$ cat src/hw/rtl/ppmdec_pkg.sv
// Shared types, codes and defaults for the PPM P6 stream decoder.
package ppmdec_pkg;

	localparam int MAX_DIM_DEF   = 4096;
	localparam int FRAC_BITS_DEF = 14;
	localparam int QDEPTH        = 4;

	localparam logic [1:0] KIND_SAMPLE    = 2'd0;
	localparam logic [1:0] KIND_BAD_HDR   = 2'd1;
	localparam logic [1:0] KIND_TRUNCATED = 2'd2;

	localparam logic ACT_BYTE = 1'b0;
	localparam logic ACT_EOS  = 1'b1;

	typedef enum logic [2:0] {
		PH_SKIP,
		PH_COMMENT,
		PH_TOKEN,
		PH_PIXELS,
		PH_DONE,
		PH_ERROR
	} phase_t;

	typedef struct packed {
		logic       action;
		logic [7:0] data_byte;
	} in_beat_t;

	typedef struct packed {
		logic [1:0]         kind;
		logic signed [23:0] sample_value;
		logic [11:0]        column;
		logic [11:0]        row;
		logic [1:0]         channel;
		logic               last_sample;
	} out_beat_t;

	// One classified work item handed from the parser to the divider side.
	typedef struct packed {
		logic [1:0]  kind;
		logic [7:0]  data_byte;
		logic [15:0] max_value;
		logic [11:0] column;
		logic [11:0] row;
		logic [1:0]  channel;
		logic        last_sample;
	} cmd_t;

endpackage

$ cat src/hw/rtl/ppmdec_front.sv
// Header parser and pixel cursor: turns stream bytes into queued work items.
module ppmdec_front
	import ppmdec_pkg::*;
#(
	parameter int MAX_DIM = MAX_DIM_DEF
) (
	input  logic     clk,
	input  logic     arst_n,
	input  logic     accept,
	input  in_beat_t beat,
	output logic     cmd_valid,
	output cmd_t     cmd
);

	localparam int DIM_W = $clog2(MAX_DIM + 1);

	localparam logic [7:0] CH_P     = 8'h50;
	localparam logic [7:0] CH_SIX   = 8'h36;
	localparam logic [7:0] CH_MINUS = 8'h2D;
	localparam logic [7:0] CH_PLUS  = 8'h2B;
	localparam logic [7:0] CH_HASH  = 8'h23;
	localparam logic [7:0] CH_LF    = 8'h0A;
	localparam logic [7:0] CH_ZERO  = 8'h30;
	localparam logic [7:0] CH_NINE  = 8'h39;

	localparam logic [1:0] MAG_NONE = 2'd0;
	localparam logic [1:0] MAG_P    = 2'd1;
	localparam logic [1:0] MAG_OK   = 2'd2;
	localparam logic [1:0] MAG_BAD  = 2'd3;

	localparam logic [16:0] ACC_SAT = 17'd65536;

	typedef struct packed {
		logic [1:0]  magic;
		logic [16:0] acc;
		logic        started;
		logic        neg;
		logic        stopped;
	} tok_t;

	function automatic logic is_ws(input logic [7:0] b);
		return (b == 8'd32) || (b >= 8'd9 && b <= 8'd13);
	endfunction

	function automatic tok_t tok_char(input tok_t t, input logic [1:0] num,
		input logic [7:0] b);
		tok_t        r;
		logic        skip;
		logic [20:0] v;
		r    = t;
		skip = 1'b0;
		v    = 21'(t.acc) * 21'd10 + 21'(b - CH_ZERO);
		if (num == 2'd0) begin
			case (t.magic)
				MAG_NONE: r.magic = (b == CH_P) ? MAG_P : MAG_BAD;
				MAG_P:    r.magic = (b == CH_SIX) ? MAG_OK : MAG_BAD;
				default:  r.magic = MAG_BAD;
			endcase
		end else if (!t.stopped) begin
			if (!t.started) begin
				r.started = 1'b1;
				if (b == CH_MINUS) begin
					r.neg = 1'b1;
					skip  = 1'b1;
				end else if (b == CH_PLUS) begin
					skip = 1'b1;
				end
			end
			if (!skip) begin
				if (b >= CH_ZERO && b <= CH_NINE) begin
					r.acc = (v > 21'(ACC_SAT)) ? ACC_SAT : v[16:0];
				end else begin
					r.stopped = 1'b1;
				end
			end
		end
		return r;
	endfunction

	phase_t             phase_q, phase_d;
	logic [1:0]         num_q, num_d;
	tok_t               tok_q, tok_d;
	logic [DIM_W-1:0]   width_q, width_d;
	logic [DIM_W-1:0]   height_q, height_d;
	logic [15:0]        maxv_q, maxv_d;
	logic [DIM_W-1:0]   cx_q, cx_d;
	logic [DIM_W-1:0]   cy_q, cy_d;
	logic [1:0]         ch_q, ch_d;

	tok_t       tok_in;
	tok_t       tok_new;
	logic       tok_ok;
	logic       last_x;
	logic       last_y;
	logic       last_px;

	always_ff @(posedge clk or negedge arst_n) begin
		if (!arst_n) begin
			phase_q  <= PH_SKIP;
			num_q    <= 2'd0;
			tok_q    <= '0;
			width_q  <= '0;
			height_q <= '0;
			maxv_q   <= '0;
			cx_q     <= '0;
			cy_q     <= '0;
			ch_q     <= 2'd0;
		end else if (accept) begin
			phase_q  <= phase_d;
			num_q    <= num_d;
			tok_q    <= tok_d;
			width_q  <= width_d;
			height_q <= height_d;
			maxv_q   <= maxv_d;
			cx_q     <= cx_d;
			cy_q     <= cy_d;
			ch_q     <= ch_d;
		end
	end

	// A token opened from the skip phase starts from a cleared token state.
	assign tok_in  = (phase_q == PH_SKIP) ? tok_t'('0) : tok_q;
	assign tok_new = tok_char(tok_in, num_q, beat.data_byte);

	always_comb begin
		if (num_q == 2'd0) begin
			tok_ok = (tok_q.magic == MAG_OK);
		end else if (tok_q.neg || tok_q.acc < 17'd1 || tok_q.acc > 17'd65535) begin
			tok_ok = 1'b0;
		end else if (num_q != 2'd3) begin
			tok_ok = (tok_q.acc <= 17'(MAX_DIM));
		end else begin
			tok_ok = 1'b1;
		end
	end

	assign last_x  = ({1'b0, cx_q} + 1'b1) >= {1'b0, width_q};
	assign last_y  = ({1'b0, cy_q} + 1'b1) >= {1'b0, height_q};
	assign last_px = (ch_q == 2'd2) && last_x && last_y;

	always_comb begin
		phase_d   = phase_q;
		num_d     = num_q;
		tok_d     = tok_q;
		width_d   = width_q;
		height_d  = height_q;
		maxv_d    = maxv_q;
		cx_d      = cx_q;
		cy_d      = cy_q;
		ch_d      = ch_q;
		cmd_valid = 1'b0;
		cmd       = '0;
		if (beat.action == ACT_EOS) begin
			// Restart the parser; report a cut-off image.
			phase_d  = PH_SKIP;
			num_d    = 2'd0;
			tok_d    = '0;
			width_d  = '0;
			height_d = '0;
			maxv_d   = '0;
			cx_d     = '0;
			cy_d     = '0;
			ch_d     = 2'd0;
			if (phase_q != PH_DONE && phase_q != PH_ERROR) begin
				cmd_valid = 1'b1;
				cmd.kind  = KIND_TRUNCATED;
			end
		end else begin
			case (phase_q)
				PH_SKIP: begin
					if (beat.data_byte == CH_HASH) begin
						phase_d = PH_COMMENT;
					end else if (!is_ws(beat.data_byte)) begin
						phase_d = PH_TOKEN;
						tok_d   = tok_new;
					end
				end
				PH_COMMENT: begin
					if (beat.data_byte == CH_LF) begin
						phase_d = PH_SKIP;
					end
				end
				PH_TOKEN: begin
					if (!is_ws(beat.data_byte)) begin
						tok_d = tok_new;
					end else if (!tok_ok) begin
						phase_d   = PH_ERROR;
						cmd_valid = 1'b1;
						cmd.kind  = KIND_BAD_HDR;
					end else begin
						tok_d = '0;
						case (num_q)
							2'd1:    width_d  = tok_q.acc[DIM_W-1:0];
							2'd2:    height_d = tok_q.acc[DIM_W-1:0];
							2'd3:    maxv_d   = tok_q.acc[15:0];
							default: ;
						endcase
						if (num_q == 2'd3) begin
							phase_d = PH_PIXELS;
							cx_d    = '0;
							cy_d    = '0;
							ch_d    = 2'd0;
						end else begin
							phase_d = PH_SKIP;
							num_d   = num_q + 2'd1;
						end
					end
				end
				PH_PIXELS: begin
					cmd_valid       = 1'b1;
					cmd.kind        = KIND_SAMPLE;
					cmd.data_byte   = beat.data_byte;
					cmd.max_value   = maxv_q;
					cmd.column      = 12'(cx_q);
					cmd.row         = 12'(cy_q);
					cmd.channel     = ch_q;
					cmd.last_sample = last_px;
					if (last_px) begin
						phase_d = PH_DONE;
					end else if (ch_q != 2'd2) begin
						ch_d = ch_q + 2'd1;
					end else begin
						ch_d = 2'd0;
						if (!last_x) begin
							cx_d = cx_q + 1'b1;
						end else begin
							cx_d = '0;
							cy_d = cy_q + 1'b1;
						end
					end
				end
				default: ;
			endcase
		end
	end

endmodule

$ cat src/hw/rtl/ppmdec_queue.sv
// Small FIFO of work items between the parser and the divider side.
module ppmdec_queue
	import ppmdec_pkg::*;
(
	input  logic clk,
	input  logic arst_n,
	input  logic push,
	input  cmd_t push_data,
	input  logic pop,
	output cmd_t pop_data,
	output logic full,
	output logic empty
);

	localparam int PW = $clog2(QDEPTH);

	cmd_t          mem_q [QDEPTH];
	logic [PW-1:0] wr_q;
	logic [PW-1:0] rd_q;
	logic [PW:0]   cnt_q;

	assign full     = (cnt_q == (PW + 1)'(QDEPTH));
	assign empty    = (cnt_q == '0);
	assign pop_data = mem_q[rd_q];

	always_ff @(posedge clk) begin
		if (push && !full) begin
			mem_q[wr_q] <= push_data;
		end
	end

	always_ff @(posedge clk or negedge arst_n) begin
		if (!arst_n) begin
			wr_q  <= '0;
			rd_q  <= '0;
			cnt_q <= '0;
		end else begin
			if (push && !full) begin
				wr_q <= wr_q + 1'b1;
			end
			if (pop && !empty) begin
				rd_q <= rd_q + 1'b1;
			end
			case ({push && !full, pop && !empty})
				2'b10:   cnt_q <= cnt_q + 1'b1;
				2'b01:   cnt_q <= cnt_q - 1'b1;
				default: ;
			endcase
		end
	end

endmodule

$ cat src/hw/rtl/ppmdec_back.sv
// Sample normalizer: bit-serial divide by maxval and result output register.
module ppmdec_back
	import ppmdec_pkg::*;
#(
	parameter int FRAC_BITS = FRAC_BITS_DEF
) (
	input  logic      clk,
	input  logic      arst_n,
	input  logic      q_empty,
	input  cmd_t      q_data,
	output logic      q_pop,
	output logic      res_valid,
	input  logic      res_stall,
	output out_beat_t res_beat
);

	localparam int QW = FRAC_BITS + 9;
	localparam int CW = $clog2(QW);
	localparam int SW = (QW > 24) ? QW : 24;

	logic          busy_q;
	logic          fin_q;
	logic [CW-1:0] cnt_q;
	cmd_t          cur_q;
	logic [15:0]   mv_q;
	logic [15:0]   rem_q;
	logic [QW-1:0] qd_q;
	logic          out_valid_q;
	out_beat_t     out_q;

	logic [16:0]   r_ext;
	logic [16:0]   r_diff;
	logic          ge;
	logic [SW-1:0] q_ext;
	logic          out_free;
	logic          emit;

	assign r_ext  = {rem_q, qd_q[QW-1]};
	assign r_diff = r_ext - {1'b0, mv_q};
	assign ge     = r_ext >= {1'b0, mv_q};
	assign q_ext  = SW'(qd_q) - (SW'(1) << FRAC_BITS);

	assign out_free = !out_valid_q || !res_stall;
	assign emit     = busy_q && fin_q && out_free;
	assign q_pop    = !busy_q && !q_empty;

	assign res_valid = out_valid_q;
	assign res_beat  = out_q;

	always_ff @(posedge clk or negedge arst_n) begin
		if (!arst_n) begin
			busy_q      <= 1'b0;
			fin_q       <= 1'b0;
			cnt_q       <= '0;
			out_valid_q <= 1'b0;
		end else begin
			if (q_pop) begin
				busy_q <= 1'b1;
				fin_q  <= (q_data.kind != KIND_SAMPLE);
				cnt_q  <= '0;
			end else if (busy_q && !fin_q) begin
				cnt_q <= cnt_q + 1'b1;
				fin_q <= (cnt_q == CW'(QW - 1));
			end else if (emit) begin
				busy_q <= 1'b0;
			end
			if (emit) begin
				out_valid_q <= 1'b1;
			end else if (!res_stall) begin
				out_valid_q <= 1'b0;
			end
		end
	end

	always_ff @(posedge clk) begin
		if (q_pop) begin
			cur_q <= q_data;
			mv_q  <= (q_data.max_value == 16'd0) ? 16'd1 : q_data.max_value;
			rem_q <= '0;
			qd_q  <= {q_data.data_byte, 1'b0, {FRAC_BITS{1'b0}}};
		end else if (busy_q && !fin_q) begin
			rem_q <= ge ? r_diff[15:0] : r_ext[15:0];
			qd_q  <= {qd_q[QW-2:0], ge};
		end
		if (emit) begin
			out_q.kind <= cur_q.kind;
			if (cur_q.kind == KIND_SAMPLE) begin
				out_q.sample_value <= q_ext[23:0];
				out_q.column       <= cur_q.column;
				out_q.row          <= cur_q.row;
				out_q.channel      <= cur_q.channel;
				out_q.last_sample  <= cur_q.last_sample;
			end else begin
				out_q.sample_value <= '0;
				out_q.column       <= '0;
				out_q.row          <= '0;
				out_q.channel      <= '0;
				out_q.last_sample  <= 1'b0;
			end
		end
	end

endmodule

$ cat src/hw/rtl/ppm_rgb_stream_decoder_top.sv
// Top level of the PPM P6 stream decoder: parser, work queue and divider side.
// The parser takes a byte every cycle while the work queue has room. The bit-serial
// divider works on one pixel sample at a time and does not take the next one before
// it is through; each sample takes FRAC_BITS+9 steps plus load and output, which sets
// the sustained sample rate.
// arst_n clears parser phase, queue pointers and output valid; the block is ready at once.
module ppm_rgb_stream_decoder_top
	import ppmdec_pkg::*;
#(
	parameter int MAX_DIM   = MAX_DIM_DEF,
	parameter int FRAC_BITS = FRAC_BITS_DEF
) (
	input  logic      clk,
	input  logic      arst_n,
	input  logic      byte_valid,
	output logic      byte_stall,
	input  in_beat_t  byte_beat,
	output logic      result_valid,
	input  logic      result_stall,
	output out_beat_t result_beat
);

	logic accept;
	logic cmd_valid;
	cmd_t cmd;
	logic q_full;
	logic q_empty;
	logic q_pop;
	cmd_t q_data;

	// Hold the byte stream whenever the queue cannot take another item; every
	// byte beat makes at most one item, so a free slot is all the parser needs.
	assign byte_stall = q_full;
	assign accept     = byte_valid && !byte_stall;

	// Front: classify bytes, track header tokens and the pixel cursor.
	ppmdec_front #(
		.MAX_DIM(MAX_DIM)
	) u_front (
		.clk      (clk),
		.arst_n   (arst_n),
		.accept   (accept),
		.beat     (byte_beat),
		.cmd_valid(cmd_valid),
		.cmd      (cmd)
	);

	// Queue: decouple the one-byte-per-cycle parser (while not stalled) from the slow divider.
	ppmdec_queue u_queue (
		.clk      (clk),
		.arst_n   (arst_n),
		.push     (accept && cmd_valid),
		.push_data(cmd),
		.pop      (q_pop),
		.pop_data (q_data),
		.full     (q_full),
		.empty    (q_empty)
	);

	// Back: normalize samples against maxval and drive the result register.
	ppmdec_back #(
		.FRAC_BITS(FRAC_BITS)
	) u_back (
		.clk      (clk),
		.arst_n   (arst_n),
		.q_empty  (q_empty),
		.q_data   (q_data),
		.q_pop    (q_pop),
		.res_valid(result_valid),
		.res_stall(result_stall),
		.res_beat (result_beat)
	);

endmodule
$ cat config.mk
export PLATFORM = sky130hd
export DESIGN_NAME = ppm_rgb_stream_decoder_top
export DESIGN_NICKNAME = d
export VERILOG_FILES = /design/src/hw/rtl/ppmdec_pkg.sv /design/src/hw/rtl/ppmdec_front.sv /design/src/hw/rtl/ppmdec_queue.sv /design/src/hw/rtl/ppmdec_back.sv /design/src/hw/rtl/ppm_rgb_stream_decoder_top.sv
export SDC_FILE = /design/constraint.sdc
export NUM_CORES = 1
export LEC_CHECK = 0
export BUFFER_PORTS_ARGS = -buffer_cell sky130_fd_sc_hd__buf_2
export CAP_MARGIN = 25
export CELL_PAD_IN_SITES_DETAIL_PLACEMENT = 0
export CELL_PAD_IN_SITES_GLOBAL_PLACEMENT = 1
export CORE_MARGIN = 5
export CORE_UTILIZATION = 52
export DETAILED_ROUTE_END_ITERATION = 8
export PLACE_DENSITY_LB_ADDON = 0.05
export SYNTH_ARGS = -nofsm -noshare
export SYNTH_HDL_FRONTEND = slang
export SYNTH_SLANG_ARGS = --single-unit
$ cat constraint.sdc
create_clock -name clk -period 7.8 [get_ports clk]
set_input_delay 1.56 -clock clk [delete_from_list [all_inputs] [get_ports clk]]
set_output_delay 1.56 -clock clk [all_outputs]
set_load 0.005 [all_outputs]
==> impl_metrics.tcl <==
set metrics [dict create \
    finalMaxSlewViolations 0 \
    cell_internal_pwr_mw 5.393 \
    flow.area_growth_from_synthesis_pct 10.80 \
    drc 0 \
    reg2reg_setup_slack_ns 2.13 \
    finalClockSkew_ns 0.02183 \
    fp-row-count 75 \
    layout-drive-gt1-share_pct 13.96 \
    power.switching_fraction_pct 31.20 \
    power.sequential.fraction_pct 44.2 \
    post_synth_edffs 318 \
    worst_path_max_delay_cell "or4_1" \
    syn_area_sq_um 22280 \
    crit_path_end_kind "flip-flop" \
    post-place-cells 2320 \
    grt_setup_unrepaired "false" \
    combinationalPowerShare_pct 27.9 \
    rr_endpoint "u_front.tok_q[5]" \
    final_critical_path_setup_slack_ns 2.135 \
    critical_path_arrival_ns 6.10 \
    grt_first_pass_wirelength_mm 76.61 \
    clock_power_share_pct 28.0 \
    gp_routability_congestion 0.8485 \
    die-area_sq_um 47080 \
    post_synth.cell_area_avg_sq_um 12.57 \
    cts_hold_buf 0 \
    crit_chain "buf_4, nor2_1, nand2_1, and3_1, ha_1, inv_1, fa_1, nor2b_1, o31a_1, o41a_1, o21ai_0, nand2b_1, a21oi_1, xnor2_1, ha_1, or2_2, o311a_1, mux2_2, or4_1, and2_1, a41o_1, nand4_1, o21ai_0" \
    worstSetupStartpointType "flip-flop" \
    outcome "completed" \
    p_per_area_nw_per_um2 317.6 \
    register_to_register_path_depth 23 \
    synthCells 1772 \
    initialDrtViolationCount 1005 \
    place_ws_ns 2.176 \
    worst_pin_slew_ns 0.9993 \
    clock_tree.root_cell "clkbuf_16" \
    critical_path_peak_fanout 46 \
    grt_pass1_vias 13750 \
    peak_per_stage_delay_on_the_critical_path_ns 0.53 \
    power_switching_mw 2.446 \
    cts_htree_levels 2 \
    fmax_mhz 176.5 \
    antenna_violations_before_repair 0 \
    synth-seq-area-share_pct 58.23 \
    avgViaCountPerCell 5.762 \
    cts.path.max_buffers 3 \
    antenna-diode-count 0 \
    cts_tree "built" \
    critical_setup_path_class "reg -> reg" \
    cp.required_ns 8.23 \
    clock_period_minus_final_worst_setup_slack_ns 5.665 \
    core_area_sq_um 42130 \
    die_w_um 217.0 \
    synthesis.nets 1892 \
    finalHoldViolations 0 \
    worst_hold_path_type "reg -> reg" \
    cp-endpoint "u_front.tok_q[5]" \
    totalWireLength_mm 47.15 \
    chipHeight_um 217.0 \
    timing.max_slew.rel_slack_pct 32.76 \
    cts_resized 0 \
    port_buffers 67 \
    fin_tns_setup_ns 0 \
    cts_num_sinks 461 \
    ys_types 91 \
    ys_warn_count 0 \
    cellLeakagePower_nw 9.977 \
    setup_viol 0 \
    largest_voltage_drop_on_the_vdd_net_uv 229.9 \
    gr-total-overflow 0 \
    final_common_cell "edfxtp_1" \
    yosys_register_bits 461 \
    drt-wirelength-per-cell_um 19.57 \
    r2r-start "u_front.phase_q[0]" \
    floorplan.initialDensity_pct 52.87 \
    post-cts-setup-buffers 0 \
    antenna_left 0 \
    critical_path.startpoint "u_front.phase_q[0]" \
    number_of_max_cap_violations 0 \
    nets 1952 \
    postSynth.asyncResetShare_pct 24.30 \
    clk_transition_reported_paths_ns 0.06 \
    detailedRoute.firstPassIterationCount 5 \
    cts_buffers 48 \
    global_route.usage.total_pct 20.31 \
    clock_latency_ns 0.58 \
    layout.cells.most_common_list "edfxtp_1, nand2_1, dfrtp_1" \
    synth_top_flop_cell "edfxtp_1" \
    dp.final_hpwl_mm 32.55 \
    instances_no_fill 2409 \
    grt_max_degree 69 \
    filler_cell_count 3387 \
    finalCritPeriodShare_pct 72.63 \
    num_vias 13880 \
    top_level_ports 68 \
]
power groups by stage:
stage | registers (mW) | logic [mW] | clock network (mW)
2_1_floorplan | 3.46 | 1.62 | 0
3_3_place_gp | 3.50 | 2.19 | 0
3_5_place_dp | 3.52 | 2.22 | 0
4_1_cts | 3.47 | 2.23 | 2.25
5_1_grt | 3.52 | 2.44 | 2.36
6_report | 3.46 | 2.18 | 2.19
registers in the layout, indices dropped and copies added, names as in the netlist:
| name | count |
|---|---|
| u_back.cur_q | 29 |
| u_front.tok_q | 22 |
| u_front.cy_q | 13 |
| u_back.res_valid | 1 |
| u_queue.cnt_q | 3 |
| u_back.mv_q | 16 |
| u_queue.rd_q | 2 |
| u_back.busy_q | 1 |
| u_queue.mem_q | 212 |
| u_front.height_q | 13 |
| u_front.width_q | 13 |
| u_back.rem_q | 16 |
| u_back.fin_q | 1 |
| u_back.cnt_q | 5 |
| u_front.phase_q | 3 |
| u_front.cx_q | 13 |
| u_queue.wr_q | 2 |
| u_front.ch_q | 2 |
| u_back.qd_q | 23 |
| u_front.num_q | 2 |
| u_back.res_beat | 53 |
| u_front.maxv_q | 16 |
final cells by class:
cell class	count	area, sq um	share of cell area, %
clock buffer	66	1320	5.348
clock inverter	22	207.7	0.8415
inverter	97	364.1	1.475
multi-input combinational	1141	8656	35.07
sequential	461	12980	52.58
tap	539	674.4	2.732
timing repair buffer	83	481.7	1.952
per-stage QoR:
step           utilization (%)  area [sq um]  power [mW]  hold WS [ns]
2_1_floorplan                -         22280       5.081        0.4267
6_report                 58.58         24680       7.839        0.4471
5_1_grt                  58.58         24680       8.319        0.4764
4_1_cts                  58.51         24650       7.943        0.4480
3_5_place_dp             54.89         23130       5.735        0.4456
3_3_place_gp             54.86         23110       5.690        0.4407
critical path, delay by kind of cell, from the launching register on:
kind,cells,cell delay [ns]
DFF,1,0.39
AOI/OAI and AO/OA,7,1.48
and+or+nand+nor,9,2.17
buffers and inverters,2,0.34
xor gates and xnor gates,1,0.15
muxes,1,0.29
adders and majority gates,3,0.70
synth_stat cells, drive strengths merged (23+ instances only):
cell type	n	area, sq um
ha	104	1301
a22o	35	306.5
and3	53	331.6
a21oi	66	337.8
nor2b	28	175.2
clkbuf	44	165.2
nor3	26	146.4
buf	29	152.7
nor2	99	379.1
nand2	148	558.0
nand3	48	245.2
edfxtp	318	9549
dfxtp	31	620.6
mux4	53	1194
o21ai	97	489.2
xor2	23	201.4
and2	50	312.8
dfrtp	112	2803
inv	97	364.1
xnor2	48	420.4
a21o	32	240.2
per-layer routing:
layer / vias up / GRT usage (%) / part of all wire (%)
li1: 6724 / - / -
met1: 6772 / 31.01 / 48
met2: 315 / 31.20 / 44
met3: 70 / 2.835 / 4.7
met4: 0 / 4.950 / 2.4
met5: - / 0 / 0
cell families after synthesis:
| kind of cell | after synthesis | synth area share [%] |
|---|---|---|
| simple gates | 548 | 12.74 |
| flops | 461 | 58.23 |
| compound gates | 337 | 10.46 |
| buf+inv | 170 | 3.061 |
| fa+ha+maj | 107 | 6.111 |
| mux | 77 | 6.487 |
| xor+xnor | 72 | 2.898 |
worst min-delay path by stage:
stage / cells after the start / slack (ns) / to / startpoint
2_1_floorplan: 2 / 0.43 / u_back.qd_q[10] / u_back.qd_q[9]
3_3_place_gp: 2 / 0.44 / u_back.qd_q[11] / u_back.qd_q[10]
3_5_place_dp: 2 / 0.45 / u_back.qd_q[11] / u_back.qd_q[10]
4_1_cts: 2 / 0.45 / u_back.qd_q[2] / u_back.qd_q[1]
5_1_grt: 2 / 0.48 / u_back.qd_q[11] / u_back.qd_q[10]
6_report: 2 / 0.45 / u_back.qd_q[2] / u_back.qd_q[1]
Note: power is estimated with default switching activity, not from simulation.
